**config.mk**
```make
export PLATFORM = sky130hd
export DESIGN_NAME = process_stack_keyed_remove_top
export DESIGN_NICKNAME = d
export VERILOG_FILES = /design/src/rtl/psk_pkg.sv /design/src/rtl/psk_datapath.sv /design/src/rtl/psk_ctrl.sv /design/src/rtl/process_stack_keyed_remove_top.sv
export SDC_FILE = /design/constraint.sdc
export NUM_CORES = 2
export LEC_CHECK = 0
export BUFFER_PORTS_ARGS = -buffer_cell sky130_fd_sc_hd__buf_2
export CAP_MARGIN = 30
export CORE_AREA = 2 2 378 380
export DETAILED_ROUTE_END_ITERATION = 7
export DIE_AREA = 0 0 380 382
export PLACE_DENSITY = 0.71
export SLEW_MARGIN = 15
export SYNTH_ARGS = -nofsm -noshare
export SYNTH_HDL_FRONTEND = slang
export SYNTH_HIERARCHICAL = 1
export SYNTH_SLANG_ARGS = --single-unit
```
**constraint.sdc**
```tcl
create_clock -name clock -period 15.2 [get_ports clock]
set_input_delay 4.56 -clock clock [delete_from_list [all_inputs] [get_ports clock]]
set_output_delay 4.56 -clock clock [all_outputs]
set_load 0.05 [all_outputs]
```
**src/rtl/psk_pkg.sv**
```systemverilog
// Shared types and constants of the process stack with keyed removal.
`default_nettype none
package psk_pkg;

   // Store sizing
   localparam int DEPTH = 16;
   localparam int PTR_W = (DEPTH > 1) ? $clog2(DEPTH) : 1;
   localparam int CNT_W = $clog2(DEPTH + 1);

   // Field widths
   localparam int TAG_W  = 48;
   localparam int PRI_W  = 8;
   localparam int ID_W   = 22;
   localparam int TIME_W = 16;

   // Operation codes
   localparam logic [1:0] OP_PUSH    = 2'd0;
   localparam logic [1:0] OP_POP     = 2'd1;
   localparam logic [1:0] OP_DEL_TAG = 2'd2;
   localparam logic [1:0] OP_DEL_ID  = 2'd3;

   // One stored record
   typedef struct packed {
      logic [TAG_W-1:0]  tag;
      logic [PRI_W-1:0]  pri;
      logic [ID_W-1:0]   id;
      logic [TIME_W-1:0] run;
   } rec_type;

   // Request beat
   typedef struct packed {
      logic [1:0]        opcode;
      logic [TAG_W-1:0]  name_tag;
      logic [PRI_W-1:0]  priority_req;
      logic [ID_W-1:0]   proc_id;
      logic [TIME_W-1:0] run_time;
   } req_type;

   // Response beat
   typedef struct packed {
      logic              found;
      logic [TAG_W-1:0]  out_name_tag;
      logic [PRI_W-1:0]  out_priority;
      logic [ID_W-1:0]   out_proc_id;
      logic [TIME_W-1:0] out_run_time;
      logic              is_empty;
      logic              overflow;
   } rsp_type;

   // Controller to datapath commands
   typedef struct packed {
      logic load;
      logic scan_init;
      logic scan_step;
      logic hit_capture;
      logic shift_step;
      logic resp_push;
      logic resp_miss;
      logic resp_hit;
   } cmd_type;

   // Datapath to controller status
   typedef struct packed {
      logic op_push;
      logic empty;
      logic hit;
      logic scan_end;
      logic shift_done;
   } sts_type;

endpackage
`default_nettype wire

```
**src/rtl/psk_datapath.sv**
```systemverilog
// Datapath: record memory, count, scan pointer, compare and response register.
`default_nettype none
module psk_datapath (
   input  wire logic            clock,
   input  wire logic            reset,
   input  wire psk_pkg::req_type req_data,
   input  wire psk_pkg::cmd_type cmd,
   output psk_pkg::sts_type      sts,
   output logic                 rsp_valid,
   output psk_pkg::rsp_type      rsp_data
);
   import psk_pkg::*;

   rec_type              mem_ff [DEPTH];
   req_type              req_ff;
   logic [CNT_W-1:0]     count_ff, count_in;
   logic [CNT_W-1:0]     ptr_ff, ptr_in;
   logic                 rd_vld_ff, rd_vld_in;
   logic [PTR_W-1:0]     rd_addr_ff, rd_addr_in;
   rec_type              rd_data_ff;
   rec_type              hit_rec_ff;
   logic                 rsp_vld_ff, rsp_vld_in;
   rsp_type              rsp_ff, rsp_in;
   logic                 full;
   logic                 match;
   logic                 mem_we;
   logic [PTR_W-1:0]     wr_addr;
   rec_type              wr_data;
   rec_type              push_rec;

   assign full = (count_ff == CNT_W'(DEPTH));

   // Compare the word read last cycle against the key
   always_comb begin
      unique case (req_ff.opcode)
         OP_PUSH:    match = 1'b0;
         OP_POP:     match = 1'b1;
         OP_DEL_TAG: match = (rd_data_ff.tag == req_ff.name_tag);
         OP_DEL_ID:  match = (rd_data_ff.id == req_ff.proc_id);
         default:    match = 1'b0;
      endcase
   end

   assign sts.op_push    = (req_ff.opcode == OP_PUSH);
   assign sts.empty      = (count_ff == '0);
   assign sts.hit        = rd_vld_ff && match;
   assign sts.scan_end   = rd_vld_ff && !match && (rd_addr_ff == '0);
   assign sts.shift_done = !(ptr_ff < count_ff) && !rd_vld_ff;

   // Memory write port: push on top, or move an entry down while closing the gap
   always_comb begin
      push_rec.tag = req_ff.name_tag;
      push_rec.pri = req_ff.priority_req;
      push_rec.id  = req_ff.proc_id;
      push_rec.run = req_ff.run_time;
      mem_we  = 1'b0;
      wr_addr = count_ff[PTR_W-1:0];
      wr_data = push_rec;
      if (cmd.resp_push && !full) begin
         mem_we = 1'b1;
      end else if (cmd.shift_step && rd_vld_ff) begin
         mem_we  = 1'b1;
         wr_addr = rd_addr_ff - PTR_W'(1);
         wr_data = rd_data_ff;
      end
   end

   // Pointer, read tracking and count
   always_comb begin
      ptr_in     = ptr_ff;
      rd_vld_in  = rd_vld_ff;
      rd_addr_in = rd_addr_ff;
      count_in   = count_ff;
      if (cmd.scan_init) begin
         ptr_in    = count_ff - CNT_W'(1);
         rd_vld_in = 1'b0;
      end
      if (cmd.scan_step) begin
         ptr_in     = ptr_ff - CNT_W'(1);
         rd_vld_in  = 1'b1;
         rd_addr_in = ptr_ff[PTR_W-1:0];
      end
      if (cmd.hit_capture) begin
         ptr_in    = CNT_W'(rd_addr_ff) + CNT_W'(1);
         rd_vld_in = 1'b0;
      end
      if (cmd.shift_step) begin
         if (ptr_ff < count_ff) begin
            ptr_in     = ptr_ff + CNT_W'(1);
            rd_vld_in  = 1'b1;
            rd_addr_in = ptr_ff[PTR_W-1:0];
         end else begin
            rd_vld_in = 1'b0;
         end
      end
      if (cmd.resp_push && !full) begin
         count_in = count_ff + CNT_W'(1);
      end
      if (cmd.resp_hit) begin
         count_in = count_ff - CNT_W'(1);
      end
   end

   // Build the response beat
   always_comb begin
      rsp_in     = '0;
      rsp_vld_in = cmd.resp_push || cmd.resp_miss || cmd.resp_hit;
      if (cmd.resp_push) begin
         rsp_in.overflow = full;
      end
      if (cmd.resp_miss) begin
         rsp_in.is_empty = (count_ff == '0);
      end
      if (cmd.resp_hit) begin
         rsp_in.found        = 1'b1;
         rsp_in.out_name_tag = hit_rec_ff.tag;
         rsp_in.out_priority = hit_rec_ff.pri;
         rsp_in.out_proc_id  = hit_rec_ff.id;
         rsp_in.out_run_time = hit_rec_ff.run;
         rsp_in.is_empty     = (count_ff == CNT_W'(1));
      end
   end

   // Record memory with registered read
   always_ff @(posedge clock) begin
      if (mem_we) begin
         mem_ff[wr_addr] <= wr_data;
      end
      rd_data_ff <= mem_ff[ptr_ff[PTR_W-1:0]];
   end

   // Control registers
   always_ff @(posedge clock) begin
      if (reset) begin
         count_ff   <= '0;
         rd_vld_ff  <= 1'b0;
         rsp_vld_ff <= 1'b0;
      end else begin
         count_ff   <= count_in;
         rd_vld_ff  <= rd_vld_in;
         rsp_vld_ff <= rsp_vld_in;
      end
   end

   // Payload registers
   always_ff @(posedge clock) begin
      ptr_ff     <= ptr_in;
      rd_addr_ff <= rd_addr_in;
      rsp_ff     <= rsp_in;
      if (cmd.load) begin
         req_ff <= req_data;
      end
      if (cmd.hit_capture) begin
         hit_rec_ff <= rd_data_ff;
      end
   end

   assign rsp_valid = rsp_vld_ff;
   assign rsp_data  = rsp_ff;

   // Count never exceeds the store depth
   a_count_bound: assert property (@(posedge clock) disable iff (reset)
      count_ff <= CNT_W'(DEPTH))
      else $error("entry count above depth");

   // A removal takes exactly one entry away
   a_hit_dec: assert property (@(posedge clock) disable iff (reset)
      cmd.resp_hit |=> count_ff == $past(count_ff) - CNT_W'(1))
      else $error("removal did not decrement count");

   // Gap closing only writes inside the live region
   a_shift_range: assert property (@(posedge clock) disable iff (reset)
      (cmd.shift_step && rd_vld_ff) |-> CNT_W'(wr_addr) < count_ff)
      else $error("shift write outside held entries");

endmodule
`default_nettype wire

```
**src/rtl/psk_ctrl.sv**
```systemverilog
// Controller: sequences dispatch, top-down search and gap closing.
`default_nettype none
module psk_ctrl (
   input  wire logic            clock,
   input  wire logic            reset,
   input  wire logic            start,
   output logic                 busy,
   input  wire psk_pkg::sts_type sts,
   output psk_pkg::cmd_type      cmd
);
   import psk_pkg::*;

   typedef enum logic [3:0] {
      ST_IDLE     = 4'b0001,
      ST_DISPATCH = 4'b0010,
      ST_SEARCH   = 4'b0100,
      ST_SHIFT    = 4'b1000
   } state_type;

   state_type state_ff, state_in;

   // Next state and commands
   always_comb begin
      state_in = state_ff;
      cmd      = '0;
      unique case (state_ff)
         ST_IDLE: begin
            if (start) begin
               cmd.load = 1'b1;
               state_in = ST_DISPATCH;
            end
         end
         ST_DISPATCH: begin
            if (sts.op_push) begin
               cmd.resp_push = 1'b1;
               state_in      = ST_IDLE;
            end else if (sts.empty) begin
               cmd.resp_miss = 1'b1;
               state_in      = ST_IDLE;
            end else begin
               cmd.scan_init = 1'b1;
               state_in      = ST_SEARCH;
            end
         end
         ST_SEARCH: begin
            if (sts.hit) begin
               cmd.hit_capture = 1'b1;
               state_in        = ST_SHIFT;
            end else if (sts.scan_end) begin
               cmd.resp_miss = 1'b1;
               state_in      = ST_IDLE;
            end else begin
               cmd.scan_step = 1'b1;
            end
         end
         ST_SHIFT: begin
            if (sts.shift_done) begin
               cmd.resp_hit = 1'b1;
               state_in     = ST_IDLE;
            end else begin
               cmd.shift_step = 1'b1;
            end
         end
         default: begin
            state_in = ST_IDLE;
         end
      endcase
   end

   assign busy = (state_ff != ST_IDLE);

   // State register
   always_ff @(posedge clock) begin
      if (reset) begin
         state_ff <= ST_IDLE;
      end else begin
         state_ff <= state_in;
      end
   end

   // A beat is taken only from idle and always leads to dispatch
   a_load_dispatch: assert property (@(posedge clock) disable iff (reset)
      cmd.load |=> state_ff == ST_DISPATCH)
      else $error("accepted beat not dispatched");

   // At most one response command per cycle
   a_one_resp: assert property (@(posedge clock) disable iff (reset)
      $onehot0({cmd.resp_push, cmd.resp_miss, cmd.resp_hit}))
      else $error("several responses in one cycle");

   // Every response returns the controller to idle
   a_resp_idle: assert property (@(posedge clock) disable iff (reset)
      (cmd.resp_push || cmd.resp_miss || cmd.resp_hit) |=> state_ff == ST_IDLE)
      else $error("response without return to idle");

endmodule
`default_nettype wire

```
**src/rtl/process_stack_keyed_remove_top.sv**
```systemverilog
// Top level of the process stack with keyed removal.
//
//   channel    ports                    beat taken when
//   request    start, busy, req_data    start high and busy low at a clock edge
//   response   rsp_valid, rsp_data      rsp_valid high (one cycle, no stall)
//
// Push and an empty pop or delete are answered from the dispatch state after accept.
// A pop or delete walks the search state from the top down, and a hit then closes the
// gap in the shift state, both set by the single-read, single-write record memory
// walked one entry per cycle.
// Reset clears the count and control state; the store itself is not cleared.
// The response strobe lasts one cycle and cannot be held off by the receiver.
`default_nettype none
module process_stack_keyed_remove_top (
   input  wire logic            clock,
   input  wire logic            reset,
   input  wire logic            start,
   output logic                 busy,
   input  wire psk_pkg::req_type req_data,
   output logic                 rsp_valid,
   output psk_pkg::rsp_type      rsp_data
);
   import psk_pkg::*;

   cmd_type cmd;
   sts_type sts;

   psk_ctrl u_ctrl (
      .clock (clock),
      .reset (reset),
      .start (start),
      .busy  (busy),
      .sts   (sts),
      .cmd   (cmd)
   );

   psk_datapath u_datapath (
      .clock     (clock),
      .reset     (reset),
      .req_data  (req_data),
      .cmd       (cmd),
      .sts       (sts),
      .rsp_valid (rsp_valid),
      .rsp_data  (rsp_data)
   );

endmodule
`default_nettype wire
```
==> results.md <==
* Core Area at 0.141 mm2
* Hold-fix buffers, CTS at 0
* Post-synth top flop: edfxtp_1
* Worst skew pair latency at 830 ps
* Iteration count of the initial detailed-routing pass at 5
* DPL Wire Length at 82900 um
* Global-route wire length before repair at 226000 um
* Final Cycle Share at 44.9%
* Final WS setup at 8370 ps
* Worst path cell trace: or4b_1 -> buf_2
* Port Buf Inserts at 197
* CP max stage cell: or4b_1
* Final setup violation count at 0
* DR WL/cell at 28.3 um
* Clock skew at 41.5 ps
* Leakage at 25.4 nW
* Grt ovf at 0
* Initial core utilization at 49.7%
* Hold WS at 427 ps
* Fmax at 146 MHz
* Hold path cells at 0
* Row count at 138
* CP Class: reg -> out
* Antenna viol nets, final at 0
* Share of cells above drive strength 1 at 29.4%
* Reg2reg path depth at 14
* Die height at 382 um
* Ys async rst share at 0%
* Dpl ws at 7940 ps
* Clock Tree Buf Depth at 3
* Register area share after synthesis at 78.7%
* Root buf cell: clkbuf_16
* Vias at 31900
* Register bit total from synthesis at 1905
* # DRC at 0
* Filler Cells Inserted at 10200
* Gr usage total at 21.4%
* Post-CTS sizing at 0
* Vias per std cell at 5.85
* Slew Viols, Final at 0
* Post-Synthesis Cells at 3069
* Crit. End Element: output pin
* RSZ-0062 raised after global routing: false
* CTS clock-pin slew for the worst setup and hold paths at 60 ps
* Post-CTS Setup Bufs at 0
* Worst slew margin at 14.7%
* Final Net Count at 3505
* Ys Warns at 6
* Finished Cell Area at 0.0800 mm2
* CTS tree: done
* Maximum vdd drop at 0.000104 V
* Max Cap Viol at 0
* Status: completed
* Area after DPL at 0.0737 mm2
* PwrDens at 139 mW/mm2
* Post-synth EDFFs at 1694
* Critical Path AT at 2270 ps
* Mapped Nets at 3181
* Critical path fanouts, max at 7
* Slowest Stage Delay on Critical Path at 780 ps
* Final hold violation count at 0
* Routed wire length at 154000 um
* Initial DRC count at 3655
* Placer's final routability congestion estimate at 0.769
* Die Area at 0.145 mm2
* Die Wd at 380 um
* Min Tclk post-route at 6830 ps
* Initial antenna violation count at 6
* Setup TNS at 0 ps
* Number of clock sinks at 1905
* CP required at 10640 ps
* Worst setup SP type: register
* Synth cell types at 55
* Largest net degree at the start of global routing at 164
* Synthesis-to-layout area growth at 14.2%
* CTS H-Tree Depth at 4
* Io pins at 198
* Total CTS buffers at 185
* HP Class: reg -> reg
* Vias in the first global route at 33100
* Worst Tran Pin Value at 1280 ps
* Avg Cell Area, Syn at 22.8 um2
* Mapped Area at 0.0700 mm2
-- layout make-up --
cell class | instances | area (um2) | area share [%]
Sequential cell | 1905 | 55100 | 68.9
Multi-Input combinational cell | 996 | 14300 | 17.9
Clock buffer | 270 | 5260 | 6.58
Tap cell | 1890 | 2360 | 2.96
Timing Repair Buffer | 279 | 1970 | 2.46
Clock inverter | 80 | 822 | 1.03
Inverter | 26 | 97.6 | 0.122
Antenna cell | 1 | 2.50 | 0.00313
-- routing by layer --
layer | track usage [%] | part of all wire [%] | vias to the layer above
met5 | 0 | 0.027 | -
met4 | 7.03 | 2.7 | 6
met3 | 4.32 | 7.8 | 211
met2 | 34.8 | 49 | 1331
met1 | 29.5 | 40 | 17000
li1 | - | - | 13300
-- logic make-up after synthesis --
family,count (synthesis),synth area share [%]
compound gates,68,0.609
fa+ha+maj,13,0.232
xor+xnor,78,0.975
mux,538,16.2
buf+inv,168,1.11
simple gates,299,2.20
flops,1905,78.7
-- cell usage in the layout, fill, tap and decap left out, types with 6 or more instances in the layout --
cell type / Yosys / layout
mux2_1: 66 / 66
buf_4: 4 / 60
buf_12: 0 / 7
and2_1: 95 / 95
mux4_2: 470 / 470
nand3_1: 9 / 8
xnor2_1: 45 / 45
bufinv_16: 0 / 12
o21ai_1: 13 / 13
nor2_4: 0 / 19
inv_1: 26 / 26
nand4_1: 9 / 9
nor3_1: 14 / 14
o21ai_0: 6 / 6
dfxtp_1: 211 / 207
nor2_1: 40 / 21
a21oi_1: 20 / 19
nor4_1: 11 / 11
clkinv_1: 0 / 26
clkbuf_16: 0 / 189
xor2_1: 33 / 33
buf_16: 0 / 14
edfxtp_1: 1694 / 1694
ha_1: 13 / 13
inv_6: 0 / 7
clkbuf_1: 82 / 58
clkbuf_8: 0 / 23
buf_2: 42 / 198
clkinv_2: 0 / 26
nand2_1: 97 / 97
-- power by group --
group          switching [mW]  internal [mW]  leakage, nW
logic                   0.358          0.324         5.44
clock network            1.92           2.62         2.97
registers               0.112           5.81         17.0
-- per-stage QoR --
stage               instances  power (mW)  util (%)
floorplan                3069        6.47         -
global placement         5071        6.71      52.1
detailed placement       5083        6.72      52.3
CTS                      5433        11.2      56.6
global route             5446        11.5      56.7
finish                   5447        11.1      56.7
-- registers in the layout (all words and copies together) (netlist names), 2 cells and up --
| register | flops |
|---|---|
| u_datapath/count_ff | 5 |
| u_datapath/push_rec | 94 |
| u_datapath/rd_data_ff | 94 |
| u_datapath/mem_ff | 1504 |
| u_datapath/req_ff | 2 |
| u_ctrl/state_ff | 4 |
| u_datapath/ptr_ff | 5 |
| u_datapath/rsp_data | 97 |
| u_datapath/rd_addr_ff | 4 |
| u_datapath/hit_rec_ff | 94 |
-- Yosys cell counts (13+ instances only) --
cell | instances | area share, %
and2_1 | 95 | 0.85
mux2_1 | 66 | 1.1
nor2_1 | 40 | 0.21
o21ai_1 | 13 | 0.093
edfxtp_1 | 1694 | 73
xnor2_1 | 45 | 0.56
buf_2 | 42 | 0.30
xor2_1 | 33 | 0.41
a21oi_1 | 20 | 0.14
mux4_2 | 470 | 15
inv_1 | 26 | 0.14
nand2_1 | 97 | 0.52
ha_1 | 13 | 0.23
dfxtp_1 | 211 | 6.0
clkbuf_1 | 82 | 0.44
nor3_1 | 14 | 0.10
-- worst max-delay path: cells and delay by family (launching register included) --
family,cells,cell delay [ps]
buffers and inverters,1,320
DFF,1,360
and+or+nand+nor,1,780
-- final timing paths --
path                                                from                        to  slack (ps)
worst min-delay path            u_datapath/rd_data_ff[5]  u_datapath/hit_rec_ff[5]         430
worst max-delay path                  u_ctrl/state_ff[1]                      busy        8370
worst max register to register      u_datapath/ptr_ff[1]  u_datapath/mem_ff[7][21]        9720
worst min register to register  u_datapath/rd_data_ff[5]  u_datapath/hit_rec_ff[5]         430
Power figures use the tool's default switching activity.
